$ cat src/rtl/cbcv_pkg.sv
package cbcv_pkg;

  // Number of readings in one voting group.
  localparam int VOTE_COUNT = 5;
  localparam int IDX_W      = $clog2(VOTE_COUNT + 1);
  localparam int TALLY_W    = $clog2(VOTE_COUNT + 1);

  localparam int WIDTH_W    = 16;
  localparam int TOL_W      = 8;
  localparam int CENTER_W   = 6;
  localparam int NUM_BOXES  = 4;
  localparam int NUM_CLASSES = 5;

  typedef logic [2:0] colour_t;

  localparam colour_t CLASS_NONE   = 3'd0;
  localparam colour_t CLASS_RED    = 3'd1;
  localparam colour_t CLASS_GREEN  = 3'd2;
  localparam colour_t CLASS_YELLOW = 3'd3;
  localparam colour_t CLASS_BLUE   = 3'd4;

  typedef struct packed {
    logic [CENTER_W-1:0] r;
    logic [CENTER_W-1:0] g;
    logic [CENTER_W-1:0] b;
  } center_t;

  // Box centers, box 0 is tested first.
  localparam center_t [NUM_BOXES-1:0] BOX_CENTER = {
    center_t'{r: 6'd37, g: 6'd19, b: 6'd11},  // blue
    center_t'{r: 6'd8,  g: 6'd10, b: 6'd17},  // yellow
    center_t'{r: 6'd23, g: 6'd16, b: 6'd26},  // green
    center_t'{r: 6'd14, g: 6'd47, b: 6'd37}   // red
  };

  localparam colour_t [NUM_BOXES-1:0] BOX_CLASS = {
    CLASS_BLUE, CLASS_YELLOW, CLASS_GREEN, CLASS_RED
  };

  // Classified reading handed from the classify stage to the vote stage.
  typedef struct packed {
    logic    valid;
    colour_t cls;
    logic    last;
  } cls_item_t;

endpackage

$ cat src/rtl/cbcv_box_lane.sv
module cbcv_box_lane
  import cbcv_pkg::*;
(
  input  logic [WIDTH_W-1:0] red_width,
  input  logic [WIDTH_W-1:0] green_width,
  input  logic [WIDTH_W-1:0] blue_width,
  input  logic [TOL_W-1:0]   tolerance,
  input  center_t            center,
  output logic               hit
);

  localparam int SUM_W = WIDTH_W + 1;

  // center - tol < w < center + tol, rewritten as w + tol > center so that
  // a negative lower bound needs no signed arithmetic.
  function automatic logic in_band(input logic [WIDTH_W-1:0] w,
                                   input logic [CENTER_W-1:0] c,
                                   input logic [TOL_W-1:0] t);
    logic [SUM_W-1:0] w_ext;
    logic [SUM_W-1:0] c_ext;
    logic [SUM_W-1:0] t_ext;
    w_ext = SUM_W'(w);
    c_ext = SUM_W'(c);
    t_ext = SUM_W'(t);
    return ((w_ext + t_ext) > c_ext) && (w_ext < (c_ext + t_ext));
  endfunction

  assign hit = in_band(red_width, center.r, tolerance) &&
               in_band(green_width, center.g, tolerance) &&
               in_band(blue_width, center.b, tolerance);

endmodule

$ cat src/rtl/cbcv_vote.sv
module cbcv_vote
  import cbcv_pkg::*;
(
  input  logic      clk,
  input  logic      rst_n,
  input  cls_item_t item,
  output logic      take,
  output logic      out_valid,
  input  logic      out_stall,
  output colour_t   out_voted_colour,
  output logic      out_colour_changed,
  output colour_t   out_previous_colour
);

  logic [TALLY_W-1:0] tally_r   [NUM_CLASSES];
  logic [TALLY_W-1:0] tally_nxt [NUM_CLASSES];
  logic [TALLY_W-1:0] tally_inc [NUM_CLASSES];
  colour_t current_r, current_nxt;
  colour_t last_r, last_nxt;
  logic    out_valid_r, out_valid_nxt;
  colour_t out_voted_r;
  logic    out_changed_r;
  colour_t out_prev_r;
  colour_t voted;
  logic    changed;
  logic    emit;

  // The closing reading of a group waits only while the output register
  // holds an untaken result.
  assign take = item.valid && !(item.last && out_valid_r && out_stall);
  assign emit = take && item.last;

  always_comb begin
    for (int k = 0; k < NUM_CLASSES; k++) begin
      tally_inc[k] = tally_r[k] + TALLY_W'(item.cls == colour_t'(k));
    end
    // Strictly greater wins, so ties keep the lower code.
    voted = CLASS_NONE;
    for (int k = 1; k < NUM_CLASSES; k++) begin
      if (tally_inc[k] > tally_inc[voted]) begin
        voted = colour_t'(k);
      end
    end
    changed     = (voted != current_r);
    current_nxt = current_r;
    last_nxt    = last_r;
    if (emit && changed) begin
      last_nxt    = current_r;
      current_nxt = voted;
    end
    for (int k = 0; k < NUM_CLASSES; k++) begin
      if (emit) begin
        tally_nxt[k] = '0;
      end else if (take) begin
        tally_nxt[k] = tally_inc[k];
      end else begin
        tally_nxt[k] = tally_r[k];
      end
    end
    if (emit) begin
      out_valid_nxt = 1'b1;
    end else if (out_stall) begin
      out_valid_nxt = out_valid_r;
    end else begin
      out_valid_nxt = 1'b0;
    end
  end

  always_ff @(posedge clk) begin
    if (!rst_n) begin
      for (int k = 0; k < NUM_CLASSES; k++) begin
        tally_r[k] <= '0;
      end
      current_r   <= CLASS_NONE;
      last_r      <= CLASS_NONE;
      out_valid_r <= 1'b0;
    end else begin
      tally_r     <= tally_nxt;
      current_r   <= current_nxt;
      last_r      <= last_nxt;
      out_valid_r <= out_valid_nxt;
    end
  end

  always_ff @(posedge clk) begin
    if (emit) begin
      out_voted_r   <= voted;
      out_changed_r <= changed;
      out_prev_r    <= last_nxt;
    end
  end

  assign out_valid           = out_valid_r;
  assign out_voted_colour    = out_voted_r;
  assign out_colour_changed  = out_changed_r;
  assign out_previous_colour = out_prev_r;

  a_rise_from_emit: assert property (@(posedge clk) disable iff (!rst_n)
    $rose(out_valid_r) |-> $past(emit))
    else $error("result appeared without a closing reading");

  a_changed_differs: assert property (@(posedge clk) disable iff (!rst_n)
    out_valid_r && out_changed_r |-> out_prev_r != out_voted_r)
    else $error("changed flag set but previous equals voted colour");

  a_no_overwrite: assert property (@(posedge clk) disable iff (!rst_n)
    out_valid_r && out_stall |-> !emit)
    else $error("stalled result overwritten");

  a_tally_cleared: assert property (@(posedge clk) disable iff (!rst_n)
    emit |=> tally_r[0] == '0 && tally_r[4] == '0)
    else $error("tally not cleared after vote");

endmodule

$ cat src/rtl/colour_box_classifier_vote.sv
// Colour box classifier with majority vote.
//
// Input channel: in_red_width, in_green_width and in_blue_width form one
// reading, moved by a transfer when in_valid is high and in_stall is low.
// Each reading is checked against four colour boxes by four parallel lanes;
// the first box (red, green, yellow, blue) that holds all three widths gives
// the class, otherwise the class is none.
// Result channel: one result per group of VOTE_COUNT readings, carrying the
// majority colour, a changed flag and the stored previous colour. A result
// moves by a transfer when out_valid is high and out_stall is low.
// Configuration: cfg_wr_en with cfg_wr_data writes the box tolerance at that
// clock edge; write it only while the block is idle.
// Pipeline: the result of a group becomes valid after the transfer of its last
// reading (one classify register, one vote/output register); a stalled result can delay it.
// Throughput: one reading per cycle. in_stall rises only when the last
// reading of a group sits in the classify register while an untaken result
// is stalled in the output register; other readings keep flowing.
// Reset (synchronous, rst_n low) empties both registers, clears the tally,
// the group position and the stored colours, and sets the tolerance to 9.
module colour_box_classifier_vote
  import cbcv_pkg::*;
(
  input  logic               clk,
  input  logic               rst_n,
  input  logic               cfg_wr_en,
  input  logic [TOL_W-1:0]   cfg_wr_data,
  input  logic               in_valid,
  output logic               in_stall,
  input  logic [WIDTH_W-1:0] in_red_width,
  input  logic [WIDTH_W-1:0] in_green_width,
  input  logic [WIDTH_W-1:0] in_blue_width,
  output logic               out_valid,
  input  logic               out_stall,
  output colour_t            out_voted_colour,
  output logic               out_colour_changed,
  output colour_t            out_previous_colour
);

  localparam logic [TOL_W-1:0] TOL_RESET = TOL_W'(9);
  localparam logic [IDX_W-1:0] IDX_LAST  = IDX_W'(VOTE_COUNT - 1);

  logic [TOL_W-1:0] tol_r;
  logic [IDX_W-1:0] idx_r, idx_nxt;
  logic             s1_valid_r, s1_valid_nxt;
  colour_t          s1_cls_r;
  logic             s1_last_r;
  logic [NUM_BOXES-1:0] hit;
  colour_t          cls;
  logic             in_xfer;
  logic             take;
  cls_item_t        s1_item;

  // Tolerance register, written directly by the configuration port.
  always_ff @(posedge clk) begin
    if (!rst_n) begin
      tol_r <= TOL_RESET;
    end else if (cfg_wr_en) begin
      tol_r <= cfg_wr_data;
    end
  end

  // One lane per colour box, all testing the same reading.
  for (genvar g = 0; g < NUM_BOXES; g++) begin : g_lane
    cbcv_box_lane u_lane (
      .red_width   (in_red_width),
      .green_width (in_green_width),
      .blue_width  (in_blue_width),
      .tolerance   (tol_r),
      .center      (BOX_CENTER[g]),
      .hit         (hit[g])
    );
  end

  // Merge: the lowest-numbered box that hits wins.
  always_comb begin
    cls = CLASS_NONE;
    for (int k = NUM_BOXES - 1; k >= 0; k--) begin
      if (hit[k]) begin
        cls = BOX_CLASS[k];
      end
    end
  end

  // The classify register is free when empty or when the vote stage takes
  // its reading this cycle.
  assign in_stall = s1_valid_r && !take;
  assign in_xfer  = in_valid && !in_stall;

  always_comb begin
    idx_nxt = idx_r;
    if (in_xfer) begin
      idx_nxt = (idx_r == IDX_LAST) ? '0 : idx_r + IDX_W'(1);
    end
    if (in_xfer) begin
      s1_valid_nxt = 1'b1;
    end else if (take) begin
      s1_valid_nxt = 1'b0;
    end else begin
      s1_valid_nxt = s1_valid_r;
    end
  end

  always_ff @(posedge clk) begin
    if (!rst_n) begin
      idx_r      <= '0;
      s1_valid_r <= 1'b0;
    end else begin
      idx_r      <= idx_nxt;
      s1_valid_r <= s1_valid_nxt;
    end
  end

  always_ff @(posedge clk) begin
    if (in_xfer) begin
      s1_cls_r  <= cls;
      s1_last_r <= (idx_r == IDX_LAST);
    end
  end

  assign s1_item.valid = s1_valid_r;
  assign s1_item.cls   = s1_cls_r;
  assign s1_item.last  = s1_last_r;

  cbcv_vote u_vote (
    .clk                 (clk),
    .rst_n               (rst_n),
    .item                (s1_item),
    .take                (take),
    .out_valid           (out_valid),
    .out_stall           (out_stall),
    .out_voted_colour    (out_voted_colour),
    .out_colour_changed  (out_colour_changed),
    .out_previous_colour (out_previous_colour)
  );

  a_idx_range: assert property (@(posedge clk) disable iff (!rst_n)
    idx_r <= IDX_LAST)
    else $error("group position out of range");

  a_stall_needs_item: assert property (@(posedge clk) disable iff (!rst_n)
    in_stall |-> s1_valid_r && s1_last_r)
    else $error("input stalled without a waiting closing reading");

  a_group_wraps: assert property (@(posedge clk) disable iff (!rst_n)
    in_xfer && idx_r == IDX_LAST |=> idx_r == '0 && s1_last_r)
    else $error("group did not close after its last reading");

endmodule

$ cat config.mk
export PLATFORM = sky130hd
export DESIGN_NAME = colour_box_classifier_vote
export DESIGN_NICKNAME = d
export VERILOG_FILES = /design/src/rtl/cbcv_pkg.sv /design/src/rtl/cbcv_box_lane.sv /design/src/rtl/cbcv_vote.sv /design/src/rtl/colour_box_classifier_vote.sv
export SDC_FILE = /design/constraint.sdc
export NUM_CORES = 1
export LEC_CHECK = 0
export BUFFER_PORTS_ARGS = -buffer_cell sky130_fd_sc_hd__buf_2
export CORE_ASPECT_RATIO = 1.75
export CORE_MARGIN = 2
export CORE_UTILIZATION = 30
export CTS_BUF_LIST = sky130_fd_sc_hd__clkbuf_16
export DETAILED_ROUTE_END_ITERATION = 6
export GPL_TIMING_DRIVEN = 0
export HOLD_SLACK_MARGIN = 0.12
export PLACE_DENSITY = 0.53
export REMOVE_ABC_BUFFERS = 1
export SYNTH_ARGS = -nofsm -noshare
export SYNTH_HDL_FRONTEND = slang
export SYNTH_SLANG_ARGS = --single-unit
$ cat constraint.sdc
create_clock -name clk -period 5.9 [get_ports clk]
set_input_delay 0.59 -clock clk [delete_from_list [all_inputs] [get_ports clk]]
set_output_delay 0.59 -clock clk [all_outputs]
set_load 0.02 [all_outputs]
==> run metrics, run 1 <==
slowest CP cell=edfxtp_1; post-DP HPWL=18800 um; synth top area cells=ha_1 27%, dfxtp_1 9.5%, xnor2_1 5.3%; final WL=22620 um; row cnt=74; Yosys reg bits=45; TritonCTS Buffers=5; antenna viol nets, final=0; hold buffer count at cts=0; prevailing post-synth register cell=dfxtp_1; Max Cap Violations=0; vias in the first global route=6847; Via Count=6751; CTS tree=yes; TNS Setup=-1.648 ns; Initial Util=30.58%; post-synth top area share=27.42%; Hold WC Path Type=register to register; Netlist Area Pre-Place=0.007163 sq mm; Ys Warns=0; Iteration-0 DRC Markers=274; CP Capture Type=register; synthesized area per cell=8.067 sq um; ys async rst share=0%; headroom to the max-slew limit=26.43%; Pleak=3.534 nW; clock skew=0.01200 ns; biggest area consumer among synthesized cells=ha_1; RSZ-0062 raised after global routing=true; CTS clk-pin slew, worst paths=0.07 ns; Post-Syn Instances=888; Antenna diodes=0; Peak VDD IR=0.00009901 V; CP Class=register to register; TritonCTS Sinks=45; max incr delay on CP=0.45 ns; gr ovfl total=0; Core ar.=0.02343 sq mm; synth cell count leaders=157 x ha_1, 79 x nand2_1, 61 x nor2_1; Via density=5.341; worst slew pin tran=1.102 ns; failing checks=setup timing; die height=208.4 um; layout cells sized above 1=14.79%; status=finished, violations left; area post-placement=0.007795 sq mm; GRT Overall Usage=17.80%; most frequent cell after synthesis=ha_1; DIE AREA=0.02518 sq mm; global-route wire length before repair=35330 um; Root Buffer=clkbuf_16; Flop pwr share=28.0%; FMAX=161.9 MHz; CP max FO=5; Slew Viols, Final=0; area occupied by multi-input gates=0.006090 sq mm; # IOs=70; Final Cycle Share=104.7%; htree depth=2; Die X=120.8 um; Switching Fraction=39.99%; Sequential Area=0.001011 sq mm; Worst setup SP type=register; Switch Pwr=509.5 uW; Pint=764.6 uW; placer's final routability congestion estimate=0.8808; Post-synth EDFFs=11; clk buf depth=2; initial antenna violation count=0; arrival time at the worst endpoint=6.36 ns; fin crit period=6.175 ns; final setup margin=-0.2753 ns; Fillers=2460; Clock Power Share=22.8%; Critical Path RT=6.09 ns; Final Cell Area=0.008269 sq mm; Nets=1180; Wirelength per Cell=17.90 um; combinational power share=49.2%; drt first pass iters=7; Fin. Hold Viols=0; drt drc=0; Finished Core Util=35.30%; largest net degree at the start of global routing=23; Seq/Total Area, Yosys=14.11%; Clk Latency, worst-skew pair=0.30 ns; count of cell types in the netlist=72; Pwr Density=154.1 mW/mm^2; area grow syn2layout=15.44%; # setup viols final=7; PortBufs=69
stage by stage:
step | std cells | hold slack (ns) | setup slack, ns | power, mW
floorplan | 865 | 0.4406 | -0.2532 | 0.7464
global placement | 1238 | 0.4460 | -1.206 | 0.9186
detailed placement | 1238 | 0.4535 | -1.260 | 0.9263
CTS | 1260 | 0.4635 | -0.1560 | 1.256
global route | 1264 | 0.4878 | -0.5773 | 1.373
finish | 1264 | 0.4582 | -0.2753 | 1.274
metal layers:
| layer | track usage (%) | vias up | share of wire [%] |
|---|---|---|---|
| met5 | 0 | - | 0 |
| met4 | 9.062 | 0 | 5.2 |
| met3 | 1.261 | 56 | 1.5 |
| met2 | 37.42 | 109 | 58 |
| met1 | 16.18 | 3171 | 35 |
| li1 | - | 3415 | - |
registers in the layout, indices dropped and copies added (netlist names):
name and cells:
s1_last_r 1, u_vote.out_previous_colour 3, u_vote.current_r 3, u_vote.out_voted_colour 3, idx_r 3, u_vote.out_colour_changed 1
tol_r 8, s1_valid_r 1, u_vote.out_valid 1, u_vote.tally_r 15, s1_cls_r 3, u_vote.last_r 3
cells in the final DEF (no fill, tap or decap), types with 5 or more instances in the layout:
master	instances
ha_1	150
nand2_1	79
buf_2	69
nor2_1	60
a21oi_1	55
o21ai_0	45
xnor2_1	43
inv_1	39
dfxtp_1	34
xor2_1	32
o21a_1	25
nor2b_1	24
nor3_1	21
nand3_1	19
o211ai_1	17
buf_4	17
nand2b_1	16
and2_1	14
a211oi_1	14
nand4_1	12
nor4_1	11
edfxtp_1	11
and3_1	8
a21o_1	8
mux2i_1	8
o21bai_1	7
a21boi_0	6
nand4b_1	5
clkbuf_16	5
power by group through the flow:
stage / Combinational, mW / Sequential (mW) / Clock (mW)
after floorplan: 0.392 / 0.354 / 0
after global placement: 0.555 / 0.364 / 0
after detailed placement: 0.562 / 0.364 / 0
after CTS: 0.600 / 0.357 / 0.299
after global routing: 0.703 / 0.359 / 0.311
final: 0.627 / 0.357 / 0.290
worst max-delay path, delay by kind of cell (launching register included):
family	cells	cell delay, ns
adder cells (fa/ha/maj)	7	1.75
AO/OA/AOI/OAI	12	1.67
AND/OR/NAND/NOR	9	1.39
multiplexers	2	0.60
flip-flops	1	0.45
buffers and inverters	2	0.20
cells by family after synthesis:
group | Yosys count | share of synthesized area [%]
adders and majority gates | 161 | 28.40
muxes | 15 | 2.166
DFF | 45 | 14.11
and+or+nand+nor | 296 | 21.00
AOI/OAI and AO/OA | 232 | 21.69
buffers and inverters | 64 | 3.458
xor gates and xnor gates | 75 | 9.170
what timing repair did:
item                       in CTS  in global routing
buffers inserted               14                  4
pin swaps                       5                 16
setup endpoints to repair      13                  7
resized for setup              24                 16
final cells by class:
cell class / count / area share [%]
Tap cell: 304 / 4.600
Clock inverter: 3 / 0.3026
Clock buffer: 5 / 1.513
Multi-Input combinational cell: 779 / 73.64
Timing Repair Buffer: 87 / 5.856
Inverter: 41 / 1.861
Sequential cell: 45 / 12.23
worst paths after layout:
kind                            cells after the start                           start  slack (ns)                        endpoint
worst max register to register                     32       s1_cls_r[2]$_SDFFCE_PP0P_       -0.28     u_vote.last_r[1]$_SDFF_PN0_
worst min register to register                      2  u_vote.tally_r[4]$_SDFFE_PP0P_        0.46  u_vote.tally_r[4]$_SDFFE_PP0P_
worst min-delay path                                2  u_vote.tally_r[4]$_SDFFE_PP0P_        0.46  u_vote.tally_r[4]$_SDFFE_PP0P_
worst max-delay path                               32       s1_cls_r[2]$_SDFFCE_PP0P_       -0.28     u_vote.last_r[1]$_SDFF_PN0_
(Power assumes the default switching activity.)
==> inputs of run 2 (changes only) <==
--- a/config.mk
+++ b/config.mk
@@ -13,7 +13,7 @@
 export DETAILED_ROUTE_END_ITERATION = 6
 export GPL_TIMING_DRIVEN = 0
 export HOLD_SLACK_MARGIN = 0.12
-export PLACE_DENSITY = 0.53
+export PLACE_DENSITY = 0.51
 export REMOVE_ABC_BUFFERS = 1
 export SYNTH_ARGS = -nofsm -noshare
 export SYNTH_HDL_FRONTEND = slang
==> constraint.sdc (replaced) <==
create_clock -name clk -period 6.2 [get_ports clk]
set_input_delay 0.62 -clock clk [delete_from_list [all_inputs] [get_ports clk]]
set_output_delay 0.62 -clock clk [all_outputs]
set_load 0.02 [all_outputs]
==> run metrics, run 2 (same netlist as run 1, synthesis figures left out) <==
biggest regs=u_vote.tally_r: 15 flops, tol_r: 8 flops (unchanged); CP Class=register to register (unchanged); hold path start=u_vote.tally_r[7]$_SDFFE_PP0P_ (was u_vote.tally_r[4]$_SDFFE_PP0P_); TritonCTS Buffers=5 (unchanged); R2R Path Start=s1_cls_r[2]$_SDFFCE_PP0P_ (unchanged); headroom to the max-slew limit=21.52% (was 26.43%); Finished Core Util=35.28% (was 35.30%); CTS clk-pin slew, worst paths=0.07 ns (about the same); Worst setup SP type=register (unchanged); wl on met1=7941 um (was 7891 um); GRT Overall Usage=18.07% (was 17.80%); Via density=5.352 (was 5.341); Critical Path RT=6.40 ns (was 6.09 ns); initial antenna violation count=0 (unchanged); Die X=120.8 um (unchanged); met3 WL=503 um (was 340 um); PortBufs=69 (unchanged); Root Buffer=clkbuf_16 (unchanged); global-route wire length before repair=35670 um (was 35330 um); TritonCTS Sinks=45 (unchanged); Slew Viols, Final=0 (unchanged); antenna viol nets, final=0 (unchanged); row cnt=74 (unchanged); CP Capture Type=register (unchanged); DIE AREA=0.02518 sq mm (unchanged); final WL=22690 um (was 22620 um); max layer used=met4 (unchanged); Hold WC Path Type=register to register (unchanged); Nets=1177 (was 1180); Core ar.=0.02343 sq mm (unchanged); Clk Latency, worst-skew pair=0.30 ns (about the same); CTS tree=yes (unchanged); met2 WL=13030 um (was 13220 um); status=complete, no violations (was finished, violations left); Top reg by flops=u_vote.tally_r (unchanged); hold buffer count at cts=0 (unchanged); placer's final routability congestion estimate=0.8672 (was 0.8808); vias in the first global route=6749 (was 6847); Pwr Density=146.7 mW/mm^2 (was 154.1 mW/mm^2); most common cell after layout, fill and taps aside=ha_1 (unchanged); Peak VDD IR=0.00009720 V (was 0.00009901 V); arrival time at the worst endpoint=6.31 ns (was 6.36 ns); Final Cycle Share=98.53% (was 104.7%); htree depth=2 (unchanged); drt first pass iters=5 (was 7); area grow syn2layout=15.37% (was 15.44%); die height=208.4 um (unchanged); Via Count=6749 (was 6751); drt drc=0 (unchanged); clk buf depth=2 (unchanged); Initial Util=30.58% (unchanged); flop-to-flop setup slack=0.09 ns (was -0.28 ns); CP Capture Point=u_vote.last_r[0]$_SDFF_PN0_ (was u_vote.last_r[1]$_SDFF_PN0_); fin crit period=6.109 ns (was 6.175 ns); largest net degree at the start of global routing=23 (unchanged); # IOs=70 (unchanged); FMAX=163.7 MHz (was 161.9 MHz); reg2reg path depth=26 (was 32); clock skew=0.01303 ns (was 0.01200 ns); most frequent cells in the layout=150 x ha_1, 79 x nand2_1, 69 x buf_2 (unchanged); CP max FO=5 (unchanged); Total Power=1.212 mW (was 1.274 mW); Pleak=3.543 nW (was 3.534 nW); Iteration-0 DRC Markers=389 (was 274); post-DP HPWL=18910 um (was 18800 um); CP startpoint=s1_cls_r[2]$_SDFFCE_PP0P_ (unchanged); layout cells sized above 1=14.73% (was 14.79%); worst slew pin tran=1.176 ns (was 1.102 ns); Fin. Hold Viols=0 (unchanged); gr ovfl total=0 (unchanged); # setup viols final=0 (was 7); Antenna diodes=0 (unchanged); r2r endpoint=u_vote.last_r[0]$_SDFF_PN0_ (was u_vote.last_r[1]$_SDFF_PN0_); Largest register FFs=15 (unchanged); RSZ-0062 raised after global routing=true (unchanged); Wirelength per Cell=18.00 um (was 17.90 um); Max Cap Violations=0 (unchanged)
-- run 2: cell count changes in the layout (fill, tap and decap cells not counted), moves of 2 or more --
cell,delta
nor2b_4,+2
buf_4,-2
and2_4,+2
and2_1,-2
-- run 2: worst min path at each step --
stage	cells past startpoint	endpoint	slack, ns
2_1_floorplan	2	u_vote.tally_r[0]$_SDFFE_PP0P_	0.44
3_3_place_gp	2	u_vote.tally_r[9]$_SDFFE_PP0P_	0.45
3_5_place_dp	2	u_vote.tally_r[0]$_SDFFE_PP0P_	0.45
4_1_cts	2	u_vote.tally_r[0]$_SDFFE_PP0P_	0.46
5_1_grt	2	u_vote.tally_r[4]$_SDFFE_PP0P_	0.48
6_report	2	u_vote.tally_r[7]$_SDFFE_PP0P_	0.46
-- run 2: cell type report --
cell class | instances | area [sq um]
Tap cell | 304 | 380.4
Timing Repair Buffer | 84 | 457.9
Multi-Input combinational cell | 779 | 6111
Clock buffer | 5 | 125.1
Sequential cell | 45 | 1011
Fill cell | 2482 | 15160
Clock inverter | 3 | 25.02
Inverter | 41 | 153.9
-- run 2: stage by stage --
stage,TNS (ns),std cells,hold WS (ns),setup WS (ns),cell area (sq um)
floorplan,0,865,0.4406,0.04683,7069
global placement,-6.114,1238,0.4473,-0.9088,7795
detailed placement,-6.304,1238,0.4548,-0.9282,7795
CTS,0,1256,0.4636,0.003961,8145
global route,-1.067,1261,0.4843,-0.1921,8264
finish,0,1261,0.4597,0.09113,8264
-- run 2: repair_timing --
action | CTS | global route
setup buffers | 10 | 5
pin swaps | 14 | 18
endpoints found under the hold margin | 0 | 0
endpoints found under the setup margin | 11 | 7
resized for setup | 23 | 19
-- run 2: critical path, cell delays in order (launching register included) --
cell and delay (ns):
edfxtp_1 0.43, nor3b_2 0.22, ha_2 0.23, ha_4 0.21
ha_4 0.27, nor2b_4 0.13, o21ai_2 0.05, maj3_2 0.36
mux2i_4 0.22, ha_4 0.27, nor2b_1 0.11, o21ai_1 0.09
a32oi_2 0.25, buf_4 0.17, mux2i_2 0.24, ha_1 0.31
a32oi_4 0.24, buf_4 0.16, mux2_4 0.31, ha_4 0.27
a32oi_2 0.13, or2_4 0.25, o31a_1 0.31, o22ai_2 0.21
a21oi_4 0.10, mux2_4 0.32, and2_4 0.15
-- run 2: metal layers --
metal	vias up	track usage, %
met2	152	37.27
li1	3394	-
met5	-	0
met1	3135	17.12
met3	68	1.179
met4	0	9.142
-- run 2: report_power, final --
part / switching, mW / internal (mW) / leakage [nW]
combinational: 0.333 / 0.260 / 3.09
clock: 0.128 / 0.152 / 0.0704
sequential: 0.0268 / 0.312 / 0.386
total: 0.488 / 0.724 / 3.54
==> inputs of run 3 (changes only) <==
--- a/config.mk
+++ b/config.mk
@@ -6,6 +6,8 @@
 export NUM_CORES = 1
 export LEC_CHECK = 0
 export BUFFER_PORTS_ARGS = -buffer_cell sky130_fd_sc_hd__buf_2
+export CELL_PAD_IN_SITES_DETAIL_PLACEMENT = 2
+export CELL_PAD_IN_SITES_GLOBAL_PLACEMENT = 2
 export CORE_ASPECT_RATIO = 1.75
 export CORE_MARGIN = 2
 export CORE_UTILIZATION = 30
@@ -13,7 +15,7 @@
 export DETAILED_ROUTE_END_ITERATION = 6
 export GPL_TIMING_DRIVEN = 0
 export HOLD_SLACK_MARGIN = 0.12
-export PLACE_DENSITY = 0.51
+export PLACE_DENSITY = 0.74
 export REMOVE_ABC_BUFFERS = 1
 export SYNTH_ARGS = -nofsm -noshare
 export SYNTH_HDL_FRONTEND = slang
==> run metrics, run 3 (same netlist as run 1, synthesis figures left out) <==
status=finished, violations left (was complete, no violations); failing checks=setup timing; htree depth=2 (unchanged); layout cells sized above 1=16.32% (was 14.73%); CP Class=register to register (unchanged); area grow syn2layout=17.26% (was 15.37%); die height=208.4 um (unchanged); final setup margin=-0.1826 ns (was 0.09113 ns); worst slew pin tran=1.146 ns (was 1.176 ns); Fin. Hold Viols=0 (unchanged); CTS clk-pin slew, worst paths=0.07 ns (about the same); Pwr Density=152.6 mW/mm^2 (was 146.7 mW/mm^2); Initial Util=30.58% (unchanged); combinational power share=51.0% (was 48.9%); Nets=1188 (was 1177); DIE AREA=0.02518 sq mm (unchanged); TritonCTS Sinks=45 (unchanged); Clk Latency, worst-skew pair=0.30 ns (about the same); Top delay family on crit path=adder cells (unchanged); biggest regs=u_vote.tally_r: 15 flops, tol_r: 8 flops (unchanged); most common cell after layout, fill and taps aside=ha_1 (unchanged); Iteration-0 DRC Markers=200 (was 389); Pint=748.8 uW (was 724.2 uW); clk buf depth=2 (unchanged); GRT Overall Usage=21.35% (was 18.07%); placer's final routability congestion estimate=0.8314 (was 0.8672); Antenna diodes=0 (unchanged); Critical Path RT=6.40 ns (about the same); FMAX=156.7 MHz (was 163.7 MHz); Top reg by flops=u_vote.tally_r (unchanged); antenna viol nets, final=0 (unchanged); Via density=5.548 (was 5.352); initial antenna violation count=0 (unchanged); TNS Setup=-1.045 ns (was 0 ns); PortBufs=69 (unchanged); max incr delay on CP=0.47 ns (was 0.43 ns); Clock Power Share=22.5% (was 23.1%); Slew Viols, Final=0 (unchanged); Wirelength per Cell=21.31 um (was 18.00 um); drt first pass iters=4 (was 5); RSZ-0062 raised after global routing=true (unchanged); Largest register FFs=15 (unchanged); headroom to the max-slew limit=23.48% (was 21.52%); Total Power=1.282 mW (was 1.212 mW); Root Buffer=clkbuf_16 (unchanged); # IOs=70 (unchanged); Worst setup SP type=register (unchanged); Pleak=3.613 nW (was 3.543 nW); Buf+Inv Stages, Crit Path=3 (was 2); clock skew=0.01465 ns (was 0.01303 ns); CP Capture Type=register (unchanged); drt drc=0 (unchanged); largest net degree at the start of global routing=23 (unchanged); CP max FO=5 (unchanged); CTS tree=yes (unchanged); Final Cycle Share=102.9% (was 98.53%); Peak VDD IR=0.00009313 V (was 0.00009720 V); final WL=27110 um (was 22690 um); Max Cap Violations=0 (unchanged); Flop pwr share=26.5% (was 28.0%); # setup viols final=6 (was 0); Core ar.=0.02343 sq mm (unchanged); arrival time at the worst endpoint=6.58 ns (was 6.31 ns); gr ovfl total=0 (unchanged); CP most frequent cell=ha_1 (was ha_4); Die X=120.8 um (unchanged); slowest CP cell=edfxtp_1 (unchanged); hold slack=0.4687 ns (was 0.4597 ns); hold buffer count at cts=0 (unchanged); post-DP HPWL=22010 um (was 18910 um); most frequent cells in the layout=150 x ha_1, 79 x nand2_1, 69 x buf_2 (unchanged); fin crit period=6.383 ns (was 6.109 ns); Finished Core Util=35.86% (was 35.28%); vias in the first global route=7839 (was 6749); Switching Fraction=41.60% (was 40.24%); TritonCTS Buffers=5 (unchanged); row cnt=74 (unchanged); Switch Pwr=533.3 uW (was 487.7 uW); Via Count=7057 (was 6749); Hold WC Path Type=register to register (unchanged); global-route wire length before repair=42160 um (was 35670 um)
==> run 3: worst register-to-register path, delay by kind of cell (launching register included) <==
kind | cells | cell delay [ns]
adder cells (fa/ha/maj) | 7 | 1.82
AO/OA/AOI/OAI | 9 | 1.76
AND/OR/NAND/NOR | 6 | 1.01
multiplexers | 3 | 0.89
flip-flops | 1 | 0.47
buffers and inverters | 3 | 0.32
==> run 3: cell type report <==
type	count	area [sq um]
Timing Repair Buffer	95	555.5
Tap cell	304	380.4
Sequential cell	45	1011
Clock inverter	3	25.02
Inverter	41	156.4
Multi-Input combinational cell	779	6146
Clock buffer	5	125.1
Fill cell	2699	15030
==> run 3: path summary, 6_finish.rpt <==
check | start | endpoint | slack [ns] | depth (start not counted)
setup / recovery | s1_cls_r[2]$_SDFFCE_PP0P_ | u_vote.last_r[0]$_SDFF_PN0_ | -0.18 | 28
hold / removal | u_vote.tally_r[7]$_SDFFE_PP0P_ | u_vote.tally_r[7]$_SDFFE_PP0P_ | 0.47 | 2
setup reg to reg | s1_cls_r[2]$_SDFFCE_PP0P_ | u_vote.last_r[0]$_SDFF_PN0_ | -0.18 | 28
hold reg to reg | u_vote.tally_r[7]$_SDFFE_PP0P_ | u_vote.tally_r[7]$_SDFFE_PP0P_ | 0.47 | 2
==> run 3: through the flow <==
stage | instances | instance area [sq um] | setup slack [ns]
global placement | 1238 | 7795 | -0.9793
CTS | 1260 | 8137 | 0.007427
finish | 1272 | 8399 | -0.1826
floorplan | 865 | 7069 | 0.04683
detailed placement | 1238 | 7795 | -1.085
global route | 1272 | 8399 | -0.5079
==> run 3: what timing repair did <==
item	in CTS	in global routing
gates resized for setup	23	33
endpoints found under the setup margin	13	7
pin swaps	11	21
cloned	0	0
setup buffers	14	13
==> run 3: metal layers <==
layer	vias up	wire [um]	track usage, %
li1	3420	-	-
met1	3479	9509	20.28
met2	105	16080	44.69
met3	53	351	1.371
met4	0	1168	9.342
met5	-	0	0
==> run 3: power by group through the flow <==
stage / clock network (mW) / registers [mW] / logic [mW]
2_1_floorplan: 0 / 0.337 / 0.373
3_3_place_gp: 0 / 0.347 / 0.539
3_5_place_dp: 0 / 0.347 / 0.564
4_1_cts: 0.298 / 0.341 / 0.599
5_1_grt: 0.305 / 0.343 / 0.730
6_report: 0.288 / 0.340 / 0.654
